### config.mk
export PLATFORM = sky130hd
export DESIGN_NAME = buffered_uart_fifo_front
export DESIGN_NICKNAME = d
export VERILOG_FILES = /design/src/buf_uart_pkg.sv /design/src/buf_uart_ring.sv /design/src/buffered_uart_fifo_front.sv
export SDC_FILE = /design/constraint.sdc
export NUM_CORES = 1
export LEC_CHECK = 0
export BUFFER_PORTS_ARGS = -buffer_cell sky130_fd_sc_hd__buf_2
export CORE_MARGIN = 2
export CORE_UTILIZATION = 41
export DETAILED_ROUTE_END_ITERATION = 6
export HOLD_SLACK_MARGIN = 0.12
export PLACE_DENSITY_LB_ADDON = 0.2
export SLEW_MARGIN = 20
export SYNTH_ARGS = -nofsm -noshare
export SYNTH_HDL_FRONTEND = slang
export SYNTH_SLANG_ARGS = --single-unit
### constraint.sdc
create_clock -name clk -period 3.4 [get_ports clk]
set_clock_uncertainty 0.05 [all_clocks]
set_input_delay 1.02 -clock clk [delete_from_list [all_inputs] [get_ports clk]]
set_output_delay 1.02 -clock clk [all_outputs]
set_load 0.01 [all_outputs]
### src/buf_uart_pkg.sv
// Shared types and constants for the buffered UART front end.
// No dependencies; imported by the ring, the top level and the checker.
package buf_uart_pkg;

  // default ring depths, in bytes
  localparam int unsigned RX_DEPTH_DEF = 8;
  localparam int unsigned TX_DEPTH_DEF = 8;

  // reported counts are masked to this many bits
  localparam int unsigned COUNT_OUT_W = 4;
  // wide enough for a count at the largest supported depth
  localparam int unsigned CNT_EXT_W = 9;

  // register port
  localparam int unsigned APB_ADDR_W = 3;
  localparam int unsigned APB_DATA_W = 32;
  localparam logic [0:0] REG_NEWLINE_EXPAND = 1'b0;

  // characters
  localparam logic [7:0] CH_CR = 8'h0D;
  localparam logic [7:0] CH_LF = 8'h0A;

  // request codes
  typedef enum logic [1:0] {
    OP_PUT  = 2'd0,
    OP_GET  = 2'd1,
    OP_RX   = 2'd2,
    OP_DONE = 2'd3
  } op_t;

  // write/read request to one ring
  typedef struct packed {
    logic       wr_en;
    logic [7:0] wr_data;
    logic       pend_en;
    logic [7:0] pend_data;
    logic       rd_en;
  } ring_req_t;

  // ring status seen by the control logic
  typedef struct packed {
    logic empty;
    logic full;
    logic room2;
    logic pend_busy;
  } ring_stat_t;

endpackage

### src/buf_uart_ring.sv
// Byte ring with one write port and a registered read port.
// Depends on buf_uart_pkg for the request and status structs.
module buf_uart_ring import buf_uart_pkg::*; #(
  parameter int unsigned DEPTH = TX_DEPTH_DEF,
  localparam int unsigned CW = $clog2(DEPTH + 1)
) (
  input  logic          clk,
  input  logic          rst,
  input  ring_req_t     req,
  output logic [7:0]    rd_data,
  output logic [CW-1:0] count,
  output ring_stat_t    stat
);

  localparam int unsigned IW = (DEPTH > 1) ? $clog2(DEPTH) : 1;

  logic [7:0]    mem [DEPTH];
  logic [IW-1:0] wr_idx;
  logic [IW-1:0] wr_idx_next;
  logic [IW-1:0] rd_idx;
  logic [IW-1:0] rd_idx_next;
  logic [CW-1:0] count_next;
  logic          pend_valid;
  logic [7:0]    pend_data;

  function automatic logic [IW-1:0] idx_inc(input logic [IW-1:0] idx);
    logic [IW-1:0] res;
    if (idx == IW'(DEPTH - 1)) begin
      res = '0;
    end else begin
      res = idx + IW'(1);
    end
    return res;
  endfunction

  // pointer and count update
  always_comb begin
    wr_idx_next = wr_idx;
    rd_idx_next = rd_idx;
    count_next  = count;
    if (req.wr_en || pend_valid) begin
      wr_idx_next = idx_inc(wr_idx);
    end
    if (req.rd_en) begin
      rd_idx_next = idx_inc(rd_idx);
    end
    if (req.wr_en) begin
      count_next = count_next + (req.pend_en ? CW'(2) : CW'(1));
    end
    if (req.rd_en) begin
      count_next = count_next - CW'(1);
    end
  end

  always_ff @(posedge clk) begin
    if (rst) begin
      wr_idx     <= '0;
      rd_idx     <= '0;
      count      <= '0;
      pend_valid <= 1'b0;
    end else begin
      wr_idx     <= wr_idx_next;
      rd_idx     <= rd_idx_next;
      count      <= count_next;
      pend_valid <= req.wr_en && req.pend_en;
    end
  end

  // second byte of a pair, written in the following cycle
  always_ff @(posedge clk) begin
    if (req.wr_en && req.pend_en) begin
      pend_data <= req.pend_data;
    end
  end

  // storage: one write, one registered read
  always_ff @(posedge clk) begin
    if (pend_valid) begin
      mem[wr_idx] <= pend_data;
    end else if (req.wr_en) begin
      mem[wr_idx] <= req.wr_data;
    end
    if (req.rd_en) begin
      rd_data <= mem[rd_idx];
    end
  end

  // status
  always_comb begin
    stat.empty     = (count == '0);
    stat.full      = (count == CW'(DEPTH));
    stat.room2     = (count < CW'(DEPTH - 1));
    stat.pend_busy = pend_valid;
  end

endmodule

### src/buffered_uart_fifo_front.sv
// Buffered UART front end: a receive ring, a transmit ring and a result register.
// Depends on buf_uart_pkg and buf_uart_ring.
//
// Usage: each request on the input channel (op, data) is one of host put,
// host get, byte received from the line, or transmit done. Every request gives
// exactly one result on the output channel, in the cycle after it is accepted.
// A put goes straight to an idle transmitter (tx_valid) or is queued; a put
// with no room is refused (put_accepted low). With newline_expand set, a line
// feed is sent as carriage return then line feed, both or neither. A host get
// returns the oldest received byte; a line byte arriving at a full receive
// ring is dropped and flagged with rx_overflow. Counts and flags in a result
// show the state after that request.
// Throughput: one request per cycle while the receiver takes each result and
// the transmit ring is not storing a pair. An expanded newline queued behind
// a busy transmitter holds off the next request, since the transmit ring's
// single write port stores carriage return and line feed one after the other.
// When the receiver stalls, the result holds and in_ready drops; the next
// request is taken in the cycle the result is taken.
// Reset: both rings empty, transmitter idle, newline_expand set to 1; ready
// in the first cycle after reset is released, with no clearing pass.
// newline_expand is written through the APB port at byte address 0.
module buffered_uart_fifo_front import buf_uart_pkg::*; #(
  parameter int unsigned RX_DEPTH = RX_DEPTH_DEF,
  parameter int unsigned TX_DEPTH = TX_DEPTH_DEF
) (
  input  logic                   clk,
  input  logic                   rst,
  // request channel
  input  logic                   in_valid,
  output logic                   in_ready,
  input  logic [1:0]             op,
  input  logic [7:0]             data,
  // result channel
  output logic                   out_valid,
  input  logic                   out_ready,
  output logic                   tx_valid,
  output logic [7:0]             tx_byte,
  output logic                   read_valid,
  output logic [7:0]             read_byte,
  output logic                   put_accepted,
  output logic                   rx_overflow,
  output logic [COUNT_OUT_W-1:0] rx_count,
  output logic [COUNT_OUT_W-1:0] tx_count,
  output logic                   tx_busy,
  output logic                   tx_full,
  // register port
  input  logic                   psel,
  input  logic                   penable,
  input  logic                   pwrite,
  input  logic [APB_ADDR_W-1:0]  paddr,
  input  logic [APB_DATA_W-1:0]  pwdata,
  output logic [APB_DATA_W-1:0]  prdata,
  output logic                   pready
);

  localparam int unsigned RX_CW = $clog2(RX_DEPTH + 1);
  localparam int unsigned TX_CW = $clog2(TX_DEPTH + 1);

  logic             newline_expand;
  logic             tx_in_flight;
  logic             tx_in_flight_next;
  logic             in_fire;
  logic             pair;
  logic             put_ok;

  ring_req_t        rx_req;
  ring_req_t        tx_req;
  ring_stat_t       rx_stat;
  ring_stat_t       tx_stat;
  logic [7:0]       rx_rd_data;
  logic [7:0]       tx_rd_data;
  logic [RX_CW-1:0] rx_cnt;
  logic [TX_CW-1:0] tx_cnt;
  logic [CNT_EXT_W-1:0] rx_cnt_ext;
  logic [CNT_EXT_W-1:0] tx_cnt_ext;

  // result fields decided this cycle
  logic             tx_send_next;
  logic             tx_from_ring_next;
  logic [7:0]       tx_direct_next;
  logic             read_hit_next;
  logic             put_acc_next;
  logic             rx_ovf_next;

  // result register
  logic             res_valid;
  logic             res_tx_send;
  logic             res_tx_from_ring;
  logic [7:0]       res_tx_direct;
  logic             res_read_hit;
  logic             res_put_acc;
  logic             res_rx_ovf;

  // register port
  assign pready = 1'b1;
  assign prdata = (paddr[APB_ADDR_W-1:2] == REG_NEWLINE_EXPAND)
                ? {{(APB_DATA_W - 1){1'b0}}, newline_expand} : '0;

  always_ff @(posedge clk) begin
    if (rst) begin
      newline_expand <= 1'b1;
    end else if (psel && penable && pwrite && pready
                 && paddr[APB_ADDR_W-1:2] == REG_NEWLINE_EXPAND) begin
      newline_expand <= pwdata[0];
    end
  end

  // handshake: hold off while a result waits or the tx ring finishes a pair
  assign in_ready = (!res_valid || out_ready) && !tx_stat.pend_busy;
  assign in_fire  = in_valid && in_ready;

  // put admission
  assign pair = newline_expand && (data == CH_LF);
  always_comb begin
    if (pair) begin
      put_ok = tx_in_flight ? tx_stat.room2 : !tx_stat.full;
    end else begin
      put_ok = tx_in_flight ? !tx_stat.full : 1'b1;
    end
  end

  // request decode
  always_comb begin
    rx_req            = '0;
    tx_req            = '0;
    tx_in_flight_next = tx_in_flight;
    tx_send_next      = 1'b0;
    tx_from_ring_next = 1'b0;
    tx_direct_next    = '0;
    read_hit_next     = 1'b0;
    put_acc_next      = 1'b0;
    rx_ovf_next       = 1'b0;
    case (op_t'(op))
      OP_PUT: begin
        if (put_ok) begin
          put_acc_next      = 1'b1;
          tx_in_flight_next = 1'b1;
          if (pair && tx_in_flight) begin
            tx_req.wr_en     = 1'b1;
            tx_req.wr_data   = CH_CR;
            tx_req.pend_en   = 1'b1;
            tx_req.pend_data = data;
          end else if (pair) begin
            tx_send_next   = 1'b1;
            tx_direct_next = CH_CR;
            tx_req.wr_en   = 1'b1;
            tx_req.wr_data = data;
          end else if (tx_in_flight) begin
            tx_req.wr_en   = 1'b1;
            tx_req.wr_data = data;
          end else begin
            tx_send_next   = 1'b1;
            tx_direct_next = data;
          end
        end
      end
      OP_GET: begin
        if (!rx_stat.empty) begin
          read_hit_next = 1'b1;
          rx_req.rd_en  = 1'b1;
        end
      end
      OP_RX: begin
        if (!rx_stat.full) begin
          rx_req.wr_en   = 1'b1;
          rx_req.wr_data = data;
        end else begin
          rx_ovf_next = 1'b1;
        end
      end
      OP_DONE: begin
        if (!tx_stat.empty) begin
          tx_send_next      = 1'b1;
          tx_from_ring_next = 1'b1;
          tx_req.rd_en      = 1'b1;
          tx_in_flight_next = 1'b1;
        end else begin
          tx_in_flight_next = 1'b0;
        end
      end
      default: begin
        tx_in_flight_next = tx_in_flight;
      end
    endcase
    // nothing moves unless the request is taken
    if (!in_fire) begin
      rx_req            = '0;
      tx_req            = '0;
      tx_in_flight_next = tx_in_flight;
    end
  end

  // rings
  buf_uart_ring #(.DEPTH(RX_DEPTH)) u_rx_ring (
    .clk     (clk),
    .rst     (rst),
    .req     (rx_req),
    .rd_data (rx_rd_data),
    .count   (rx_cnt),
    .stat    (rx_stat)
  );

  buf_uart_ring #(.DEPTH(TX_DEPTH)) u_tx_ring (
    .clk     (clk),
    .rst     (rst),
    .req     (tx_req),
    .rd_data (tx_rd_data),
    .count   (tx_cnt),
    .stat    (tx_stat)
  );

  // transmitter state and result valid
  always_ff @(posedge clk) begin
    if (rst) begin
      tx_in_flight <= 1'b0;
      res_valid    <= 1'b0;
    end else begin
      tx_in_flight <= tx_in_flight_next;
      if (in_fire) begin
        res_valid <= 1'b1;
      end else if (out_ready) begin
        res_valid <= 1'b0;
      end
    end
  end

  // result payload
  always_ff @(posedge clk) begin
    if (in_fire) begin
      res_tx_send      <= tx_send_next;
      res_tx_from_ring <= tx_from_ring_next;
      res_tx_direct    <= tx_direct_next;
      res_read_hit     <= read_hit_next;
      res_put_acc      <= put_acc_next;
      res_rx_ovf       <= rx_ovf_next;
    end
  end

  // outputs; counts and flags are live, they only change with the next request
  assign rx_cnt_ext   = CNT_EXT_W'(rx_cnt);
  assign tx_cnt_ext   = CNT_EXT_W'(tx_cnt);
  assign out_valid    = res_valid;
  assign tx_valid     = res_tx_send;
  assign tx_byte      = !res_tx_send ? 8'h00
                      : (res_tx_from_ring ? tx_rd_data : res_tx_direct);
  assign read_valid   = res_read_hit;
  assign read_byte    = res_read_hit ? rx_rd_data : 8'h00;
  assign put_accepted = res_put_acc;
  assign rx_overflow  = res_rx_ovf;
  assign rx_count     = rx_cnt_ext[COUNT_OUT_W-1:0];
  assign tx_count     = tx_cnt_ext[COUNT_OUT_W-1:0];
  assign tx_busy      = tx_in_flight;
  assign tx_full      = tx_stat.full;

endmodule

==> results of run 1 <==
## final cells by class
class | instances | area, sq um
fillers | 1772 | 10200
multi-input cells | 319 | 2680
clock buffers | 17 | 425
clock inverters | 15 | 169
well taps | 270 | 338
inverters | 13 | 48.8
flip-flops and latches | 189 | 5440
repair buffers | 108 | 746
## flip-flops by register name, indices dropped and copies added, names as in the netlist, 4 cells and up
signal,flops
u_rx_ring.mem,64
u_tx_ring.mem,64
u_tx_ring.rd_data,8
u_tx_ring.pend_data,8
res_tx_direct,8
u_rx_ring.rd_data,8
u_rx_ring.count,4
u_tx_ring.count,4
## report_power, final
group	switching, mW	internal [mW]
Combinational	0.123	0.0895
Clock	0.966	0.994
Sequential	0.0217	2.52
Total	1.11	3.60
## placed cells by master (no fill, tap or decap), types with 3 or more instances in the layout
| cell | count |
|---|---|
| buf_2 | 51 |
| mux4_2 | 32 |
| clkbuf_16 | 17 |
| buf_12 | 5 |
| o21ai_0 | 8 |
| nor2b_1 | 12 |
| nand3_1 | 4 |
| or2b_2 | 3 |
| nand3b_1 | 4 |
| clkinv_8 | 3 |
| nor3_1 | 18 |
| mux2_2 | 21 |
| o21a_1 | 3 |
| edfxtp_1 | 165 |
| nand2_1 | 31 |
| and3_1 | 3 |
| nor2_1 | 20 |
| clkinv_4 | 3 |
| dfxtp_1 | 24 |
| mux2i_1 | 11 |
| a31oi_1 | 3 |
| inv_8 | 5 |
| and2_1 | 21 |
| xnor2_1 | 8 |
| nand2b_1 | 4 |
| ha_1 | 17 |
| a21oi_1 | 17 |
| nor3b_1 | 4 |
| buf_4 | 52 |
| inv_1 | 12 |
| conb_1 | 38 |
## synth_stat cells (3+ instances only)
library cell and number:
edfxtp_1 165, buf_4 33, mux4_2 32, nand2_1 31, dfxtp_1 24, and2_1 21
mux2_2 21, nor2_1 20, nor3_1 20, ha_1 18, a21oi_1 17, inv_1 13
nor2b_1 12, mux2i_1 11, clkbuf_1 9, o21ai_0 8, xnor2_1 8, nand3_1 6
buf_2 5, nand2b_1 4, nand3b_1 4, nor3b_1 4, a31oi_1 3, and3_1 3
buf_1 3, nor4_1 3, o21a_1 3, or2b_2 3
## stage by stage
step           worst slack (ps)  hold WS [ps]
6_report                    209           488
4_1_cts                     175           498
5_1_grt                    18.0           528
2_1_floorplan             -8.47           416
3_3_place_gp               -237           467
3_5_place_dp               -288           481
## per-layer routing
metal | share of wire [%] | GRT usage [%]
met1 | 43 | 21.3
met2 | 51 | 28.9
met3 | 3.9 | 3.88
met4 | 2.1 | 5.68
met5 | 0 | 0
## worst paths after layout
path	endpoint	cells after the start	start	slack (ps)
worst max register to register	u_tx_ring.count[2]	14	u_tx_ring.count[2]	530
worst min register to register	newline_expand	1	newline_expand	490
worst min-delay path	newline_expand	1	newline_expand	490
worst max-delay path	u_tx_ring.mem[5][6]	7	data[7]	210
## cell families after synthesis
logic type      Yosys count  share of synthesized area [%]
mux                      64                           12.8
flops                   189                           65.4
fa+ha+maj                19                           2.95
other cells               2                         0.0904
compound gates           42                           3.27
simple gates            147                           9.89
buf+inv                  65                           4.61
xor+xnor                  9                          0.949
## critical path: cells and delay by family
family	cells	cell delay, ps
buffers and inverters	1	130
AO/OA/AOI/OAI	3	630
AND/OR/NAND/NOR	3	1410
## repair_timing
action,4_1_cts,5_1_grt
hold buffers,0,0
setup endpoints to repair,0,2
buffers inserted,0,1
endpoints found under the hold margin,0,0
resized for setup,0,5
==> results.json, run 1 <==
{
  "final_antenna_net_count": 0,
  "dr.pass1.iters": 6,
  "synth_edf_count": 165,
  "tightest_slew_ps": 939,
  "slowest_stage": "nor2_1",
  "clockBufferDepth": 2,
  "endpoint_kind": "flip-flop",
  "period_minus_slack_ps": 3190,
  "rows": 52,
  "cts-root-buf": "clkbuf_16",
  "dp_cells": 898,
  "critPathKind": "primary input to flip-flop",
  "leakage_nw": 3.53,
  "finalHoldViolCount": 0,
  "placed_area_sq_um": 9230,
  "worstSetupStartpointType": "primary input",
  "io_pins": 117,
  "synthArstFlopShare_pct": 0,
  "hold_path_class": "flip-flop to flip-flop",
  "drtIter0Drc": 278,
  "relSlewSlack_pct": 37.3,
  "port_buffers": 51,
  "fp.dieW_um": 146,
  "yosys_warnings": 0,
  "drive_gt1_share_pct": 32.2,
  "dr_total_vias": 4686,
  "utilization_pct": 49.1,
  "fmax_mhz": 313,
  "ys_ff_latch": 189,
  "synth_top_flop_cell": "edfxtp_1",
  "synth_area_sq_um": 8310,
  "numCtsBuffers": 17,
  "drcViolationCount": 0,
  "synthCells": 537,
  "report.final.slew_viol_count": 0,
  "synth.distinct_cells": 55,
  "drv_cap": 0,
  "routed_wl_um": 17300,
  "synthToLayoutAreaGrowth_pct": 18.5,
  "num_antenna_cells": 0,
  "path_cells": "buf_2, nor4_4, a31oi_1, a211oi_2, a21oi_4, or2b_2, nor2_1",
  "grt_max_degree": 25,
  "num-nets-final": 719,
  "cpPeakStageDelay_ps": 730,
  "tns_ps": 0,
  "cp.required_ps": 3400,
  "clkTransAtPathRegs_ps": 80,
  "worstSkewPairLatency_ps": 440,
  "cts.sinks": 189,
  "fin_area_sq_um": 9850,
  "grt-ovfl-total": 0,
  "fp.dieH_um": 146,
  "core_sq_um": 20000,
  "via_per_inst": 5.03,
  "grt.total_usage_pct": 16.9,
  "rsz0062_at_grt": "no",
  "h-tree-depth": 4,
  "wl_per_cell_um": 18.6,
  "hpwl_um": 11800,
  "start_util_pct": 41.5,
  "p_total_mw": 4.71,
  "grt_pass1_vias": 4881,
  "setup_viol": 0,
  "path_max_fanout": 8,
  "instances_no_fill": 931,
  "synth_top_area_cell": "edfxtp_1",
  "cts_tree": "yes",
  "seq_area_frac_synth_pct": 65.4,
  "peakVddDrop_uv": 308,
  "avgSynthCellArea_sq_um": 15.5,
  "outcome": "finished clean",
  "die_area_sq_um": 21400,
  "grt_pass1_wl_um": 26800,
  "synthTopCellsByArea": "edfxtp_1 (60%), mux4_2 (8.7%), dfxtp_1 (5.8%)",
  "arrival_ps": 3190,
  "synth_top_area_share_pct": 59.6,
  "power_density_nw_per_um2": 479,
  "antenna_found_initial": 0,
  "place_congestion": 0.858,
  "fin_crit_sh_pct": 93.8
}
(Power assumes the default switching activity.)
==> run 2, diff against run 1 <==
GPL_TIMING_DRIVEN = 0   (was default)
==> run 2 against run 1 <==
Against the previous run: sequential power is essentially flat; clock power shrank 2%; global-route usage grew 0.12 points; critical path depth grew 8; routed wire length grew 0.38%; critical path type unchanged.
==> results.json, run 2 (synthesis gave the netlist of run 1 again) <==
{
  "port_buffers": 51,
  "tns_ps": 0,
  "fmax_mhz": 306,
  "min_path_cells": 1,
  "cp.required_ps": 3670,
  "critPathKind": "primary input to flip-flop",
  "grt_pass1_wl_um": 27000,
  "grt_pass1_vias": 4876,
  "dr_total_vias": 4731,
  "period_minus_slack_ps": 3270,
  "tightest_slew_ps": 995,
  "regToRegSetupSlack_ps": 280,
  "num_antenna_cells": 0,
  "hpwl_um": 12300,
  "peakVddDrop_uv": 348,
  "outcome": "finished clean",
  "grt.total_usage_pct": 17.0,
  "finalHoldViolCount": 0,
  "arrival_ps": 3530,
  "start_util_pct": 41.5,
  "via_per_inst": 5.06,
  "numCtsBuffers": 17,
  "cts-root-buf": "clkbuf_16",
  "h-tree-depth": 4,
  "synthToLayoutAreaGrowth_pct": 18.7,
  "rows": 52,
  "fp.dieH_um": 146,
  "place_congestion": 0.810,
  "report.final.slew_viol_count": 0,
  "r2r-end": "u_tx_ring.count[2]",
  "fin_crit_sh_pct": 96.1,
  "hold_buffers": 0,
  "setup_viol": 0,
  "clockBufferDepth": 2,
  "nFillCells": 1749,
  "leakage_nw": 3.51,
  "path_max_fanout": 5,
  "holdCritStartpoint": "newline_expand",
  "worstReg2RegStart": "u_tx_ring.count[2]",
  "holdWs_ps": 509,
  "cts_tree": "yes",
  "min_delay_worst_endpoint": "newline_expand",
  "num-nets-final": 724,
  "reg_top3": "u_rx_ring.mem x64, u_tx_ring.mem x64",
  "final_common_cell": "edfxtp_1",
  "rr_worst_depth": 15,
  "relSlewSlack_pct": 33.4,
  "cts.sinks": 189,
  "drcViolationCount": 0,
  "core_sq_um": 20000,
  "drtIter0Drc": 283,
  "mostFrequentLayoutCells": "edfxtp_1 (165), buf_2 (56), buf_4 (43)",
  "dp_cells": 899,
  "antenna_found_initial": 0,
  "routed_wl_um": 17400,
  "drv_cap": 0,
  "power_density_nw_per_um2": 476,
  "grt_max_degree": 20,
  "fp.dieW_um": 146,
  "wl_per_cell_um": 18.6,
  "rsz0062_at_grt": "yes",
  "worstSetupStartpointType": "primary input",
  "seqCellArea_sq_um": 5440,
  "dr.pass1.iters": 6,
  "drive_gt1_share_pct": 33.4,
  "die_area_sq_um": 21400,
  "clkTransAtPathRegs_ps": 70,
  "hold_path_class": "flip-flop to flip-flop",
  "instances_no_fill": 935,
  "multi_input_area_sq_um": 2800,
  "endpoint_kind": "flip-flop",
  "worstSkewPairLatency_ps": 430,
  "grt-ovfl-total": 0,
  "final_antenna_net_count": 0,
  "io_pins": 117
}
[run 2: changes by cell type in the layout (fill, tap and decap cells not counted), moves of 5 or more]
cell,previous run,this run
buf_4,52,43
clkbuf_1,0,9
nor3_1,18,10
nor3_2,1,8
buf_12,5,0
buf_2,51,56
[run 2: power breakdown]
group	switching (mW)	leakage, nW	internal, mW
logic	0.132	1.53	0.0977
registers	0.0172	1.71	2.52
clock network	0.944	0.274	0.981
[run 2: how the worst max path moves through the flow]
stage             start                  end  slack (ps)
3_3_place_gp   in_valid  u_rx_ring.mem[5][1]       -1170
5_1_grt         data[4]   u_tx_ring.count[2]         -20
2_1_floorplan     op[0]   u_tx_ring.count[2]          -8
3_5_place_dp      op[0]   u_tx_ring.count[2]        -520
4_1_cts         data[7]  u_tx_ring.mem[7][1]         -30
6_report        data[4]   u_tx_ring.count[2]         130
[run 2: what timing repair did]
item | CTS | global route
endpoints found under the hold margin | 0 | 0
endpoints found under the setup margin | 26 | 58
pin swaps | 2 | 3
buffers inserted | 0 | 5
gates resized for setup | 3 | 12
[run 2: layer usage]
metal | part of all wire (%) | vias to the layer above | GRT usage (%)
met3 | 3.2 | 10 | 3.31
met2 | 53 | 115 | 29.6
met1 | 43 | 2405 | 21.5
met4 | 0.69 | 0 | 5.34
met5 | 0 | - | 0
li1 | - | 2201 | -
[run 2: cell type report]
cell class              instances  area share (%)
repair buffers                 61            3.35
inverters                      13           0.495
clock buffers                  17            4.31
clock inverters                14            1.51
flip-flops and latches        189            55.1
multi-input cells             319            28.4
well taps                     270            3.43
plain buffers                  52            3.39
[run 2: critical path: stages]
cell	delay (ps)
buf_2	150
nor4_4	370
nand3_4	150
nor3_4	190
inv_2	80
ha_1	190
inv_1	70
fa_1	440
nor3_2	120
a21oi_1	80
ha_1	220
nand2_1	80
xnor2_1	150
xnor2_1	140
nor2_1	50
[run 2: per-stage QoR]
stage               total power [mW]  worst slack [ps]  utilization (%)  instance area (sq um)
detailed placement              2.82              -516             45.8                   9190
finish                          4.69               133             49.2                   9860
floorplan                       2.73             -8.47                -                   8480
global route                    4.85             -18.1             49.2                   9860
global placement                2.81             -1170             45.3                   9080
CTS                             4.72             -31.9             48.8                   9780
==> run 3, diff against run 2 <==
CORE_MARGIN = 3   (was 2)
==> run 3 against run 2 <==
Against the previous run: non-clock buffer count down 3; fmax decreased by 0.85%; clock-buffer cell count unchanged; core utilization up 0.89 points; die area is 2.8% higher; highest routed layer unchanged; cell area rose by 0.18%; via count fell by 2.3%; clock power grew 6%; sequential power is essentially flat; global-route usage down 0.62 points; first-iteration DRC count increased by 12%; sequential share of layout area fell by 0.098 points.
==> results.json, run 3 (synthesis gave the netlist of run 1 again) <==
{
  "worstReg2RegStart": "u_tx_ring.count[2]",
  "critPathKind": "primary input to flip-flop",
  "drv_cap": 0,
  "grt-ovfl-total": 0,
  "power_density_nw_per_um2": 487,
  "wl_per_cell_um": 18.5,
  "num-nets-final": 721,
  "endpoint_kind": "flip-flop",
  "fin_crit_sh_pct": 96.9,
  "final_common_cell": "edfxtp_1",
  "port_buffers": 51,
  "holdWs_ps": 542,
  "regToRegSetupSlack_ps": 200,
  "core_sq_um": 19700,
  "cts_tree": "yes",
  "worstSetupStartpointType": "primary input",
  "fp.dieW_um": 148,
  "holdCritStartpoint": "u_tx_ring.wr_idx[1]",
  "synthToLayoutAreaGrowth_pct": 18.9,
  "outcome": "finished clean",
  "placed_area_sq_um": 9180,
  "clkTransAtPathRegs_ps": 70,
  "arrival_ps": 3560,
  "rr_worst_depth": 15,
  "setup_viol": 0,
  "nFillCells": 1649,
  "leakage_nw": 3.51,
  "report.final.slew_viol_count": 0,
  "die_area_sq_um": 22000,
  "via_per_inst": 4.98,
  "h-tree-depth": 4,
  "peakVddDrop_uv": 356,
  "tns_ps": 0,
  "min_path_cells": 2,
  "finalHoldViolCount": 0,
  "grt_pass1_vias": 4709,
  "cts.sinks": 189,
  "num_antenna_cells": 0,
  "routed_wl_um": 17200,
  "grt_pass1_wl_um": 26800,
  "final_antenna_net_count": 0,
  "grt.total_usage_pct": 16.4,
  "drcViolationCount": 0,
  "fin_ws_ps": 105,
  "place_congestion": 0.760,
  "worstSkewPairLatency_ps": 430,
  "clockBufferDepth": 2,
  "min_delay_worst_endpoint": "u_tx_ring.wr_idx[1]",
  "hold_path_class": "flip-flop to flip-flop",
  "grt_max_degree": 18,
  "drive_gt1_share_pct": 33.2,
  "dr_total_vias": 4624,
  "relSlewSlack_pct": 36.9,
  "cp.required_ps": 3660,
  "reg_top3": "u_rx_ring.mem x64, u_tx_ring.mem x64",
  "period_minus_slack_ps": 3290,
  "mostFrequentLayoutCells": "edfxtp_1 (165), buf_2 (57), buf_4 (39)",
  "dr.pass1.iters": 4,
  "numCtsBuffers": 17,
  "cts-root-buf": "clkbuf_16",
  "r2r-end": "u_tx_ring.count[2]",
  "fp.dieH_um": 148,
  "tightest_slew_ps": 943,
  "dp_worst_setup_slack_ps": -470,
  "fmax_mhz": 304,
  "io_pins": 117,
  "rows": 51,
  "fin_area_sq_um": 9880,
  "hpwl_um": 12200,
  "antenna_found_initial": 0,
  "drtIter0Drc": 317,
  "path_max_fanout": 7,
  "start_util_pct": 42.1
}
-- run 3: cell count changes in the layout (fill, tap and decap cells not counted), sizes merged --
cell | previous run | this run
buf | 103 | 100
bufinv | 0 | 3
clkinv | 2 | 4
inv | 22 | 18
-- run 3: cell type report --
type                       count  area [sq um]  area share, %
inverter                      13          48.8          0.494
sequential                   189          5440           55.0
multi-input combinational    319          2810           28.5
timing repair buffer          58           305           3.09
buffer                        52           334           3.38
tap                          265           332           3.36
clock buffer                  17           425           4.31
clock inverter                15           186           1.89
-- run 3: worst max path at each step --
stage | from | endpoint | slack, ps
2_1_floorplan | op[0] | u_tx_ring.count[2] | -8
3_3_place_gp | in_valid | u_rx_ring.mem[5][6] | -1190
3_5_place_dp | data[4] | u_tx_ring.count[2] | -470
4_1_cts | data[4] | u_tx_ring.count[2] | -30
5_1_grt | data[4] | u_tx_ring.count[2] | -70
6_report | data[4] | u_tx_ring.count[2] | 110
-- run 3: per-stage QoR --
stage | cells | power (mW) | utilization, %
after floorplan | 573 | 2.73 | -
after global placement | 889 | 2.81 | 46.0
after detailed placement | 894 | 2.81 | 46.5
after CTS | 926 | 4.84 | 49.6
after global routing | 928 | 4.96 | 50.1
final | 928 | 4.81 | 50.1
-- run 3: routing by layer --
layer | wire length, um | track usage (%) | vias to the layer above | part of all wire, %
li1 | - | - | 2191 | -
met5 | 0 | 0 | - | 0
met4 | 203 | 6.24 | 0 | 1.2
met1 | 7900 | 23.2 | 2296 | 46
met2 | 8310 | 25.2 | 124 | 48
met3 | 799 | 3.14 | 13 | 4.6
-- run 3: critical path: stages --
cell	delay (ps)
buf_2	150
nor4_4	370
nand3_4	170
nor3_4	230
inv_2	80
ha_1	190
inv_1	70
fa_1	440
nor3_2	170
a21oi_2	60
ha_2	180
nand2_1	90
xnor2_2	130
xnor2_1	140
nor2_1	50
-- run 3: power by group --
part           leakage, nW  internal, mW  switching, mW  total (mW)
clock network        0.289          1.17          0.873        2.04
logic                 1.51        0.0970          0.133       0.230
registers             1.71          2.52         0.0152        2.54
-- run 3: timing repair --
item                       CTS  global route
setup buffers                0             2
hold buffers                 0             0
pin swaps                    0             7
resized for setup            0            17
setup endpoints to repair    1            67
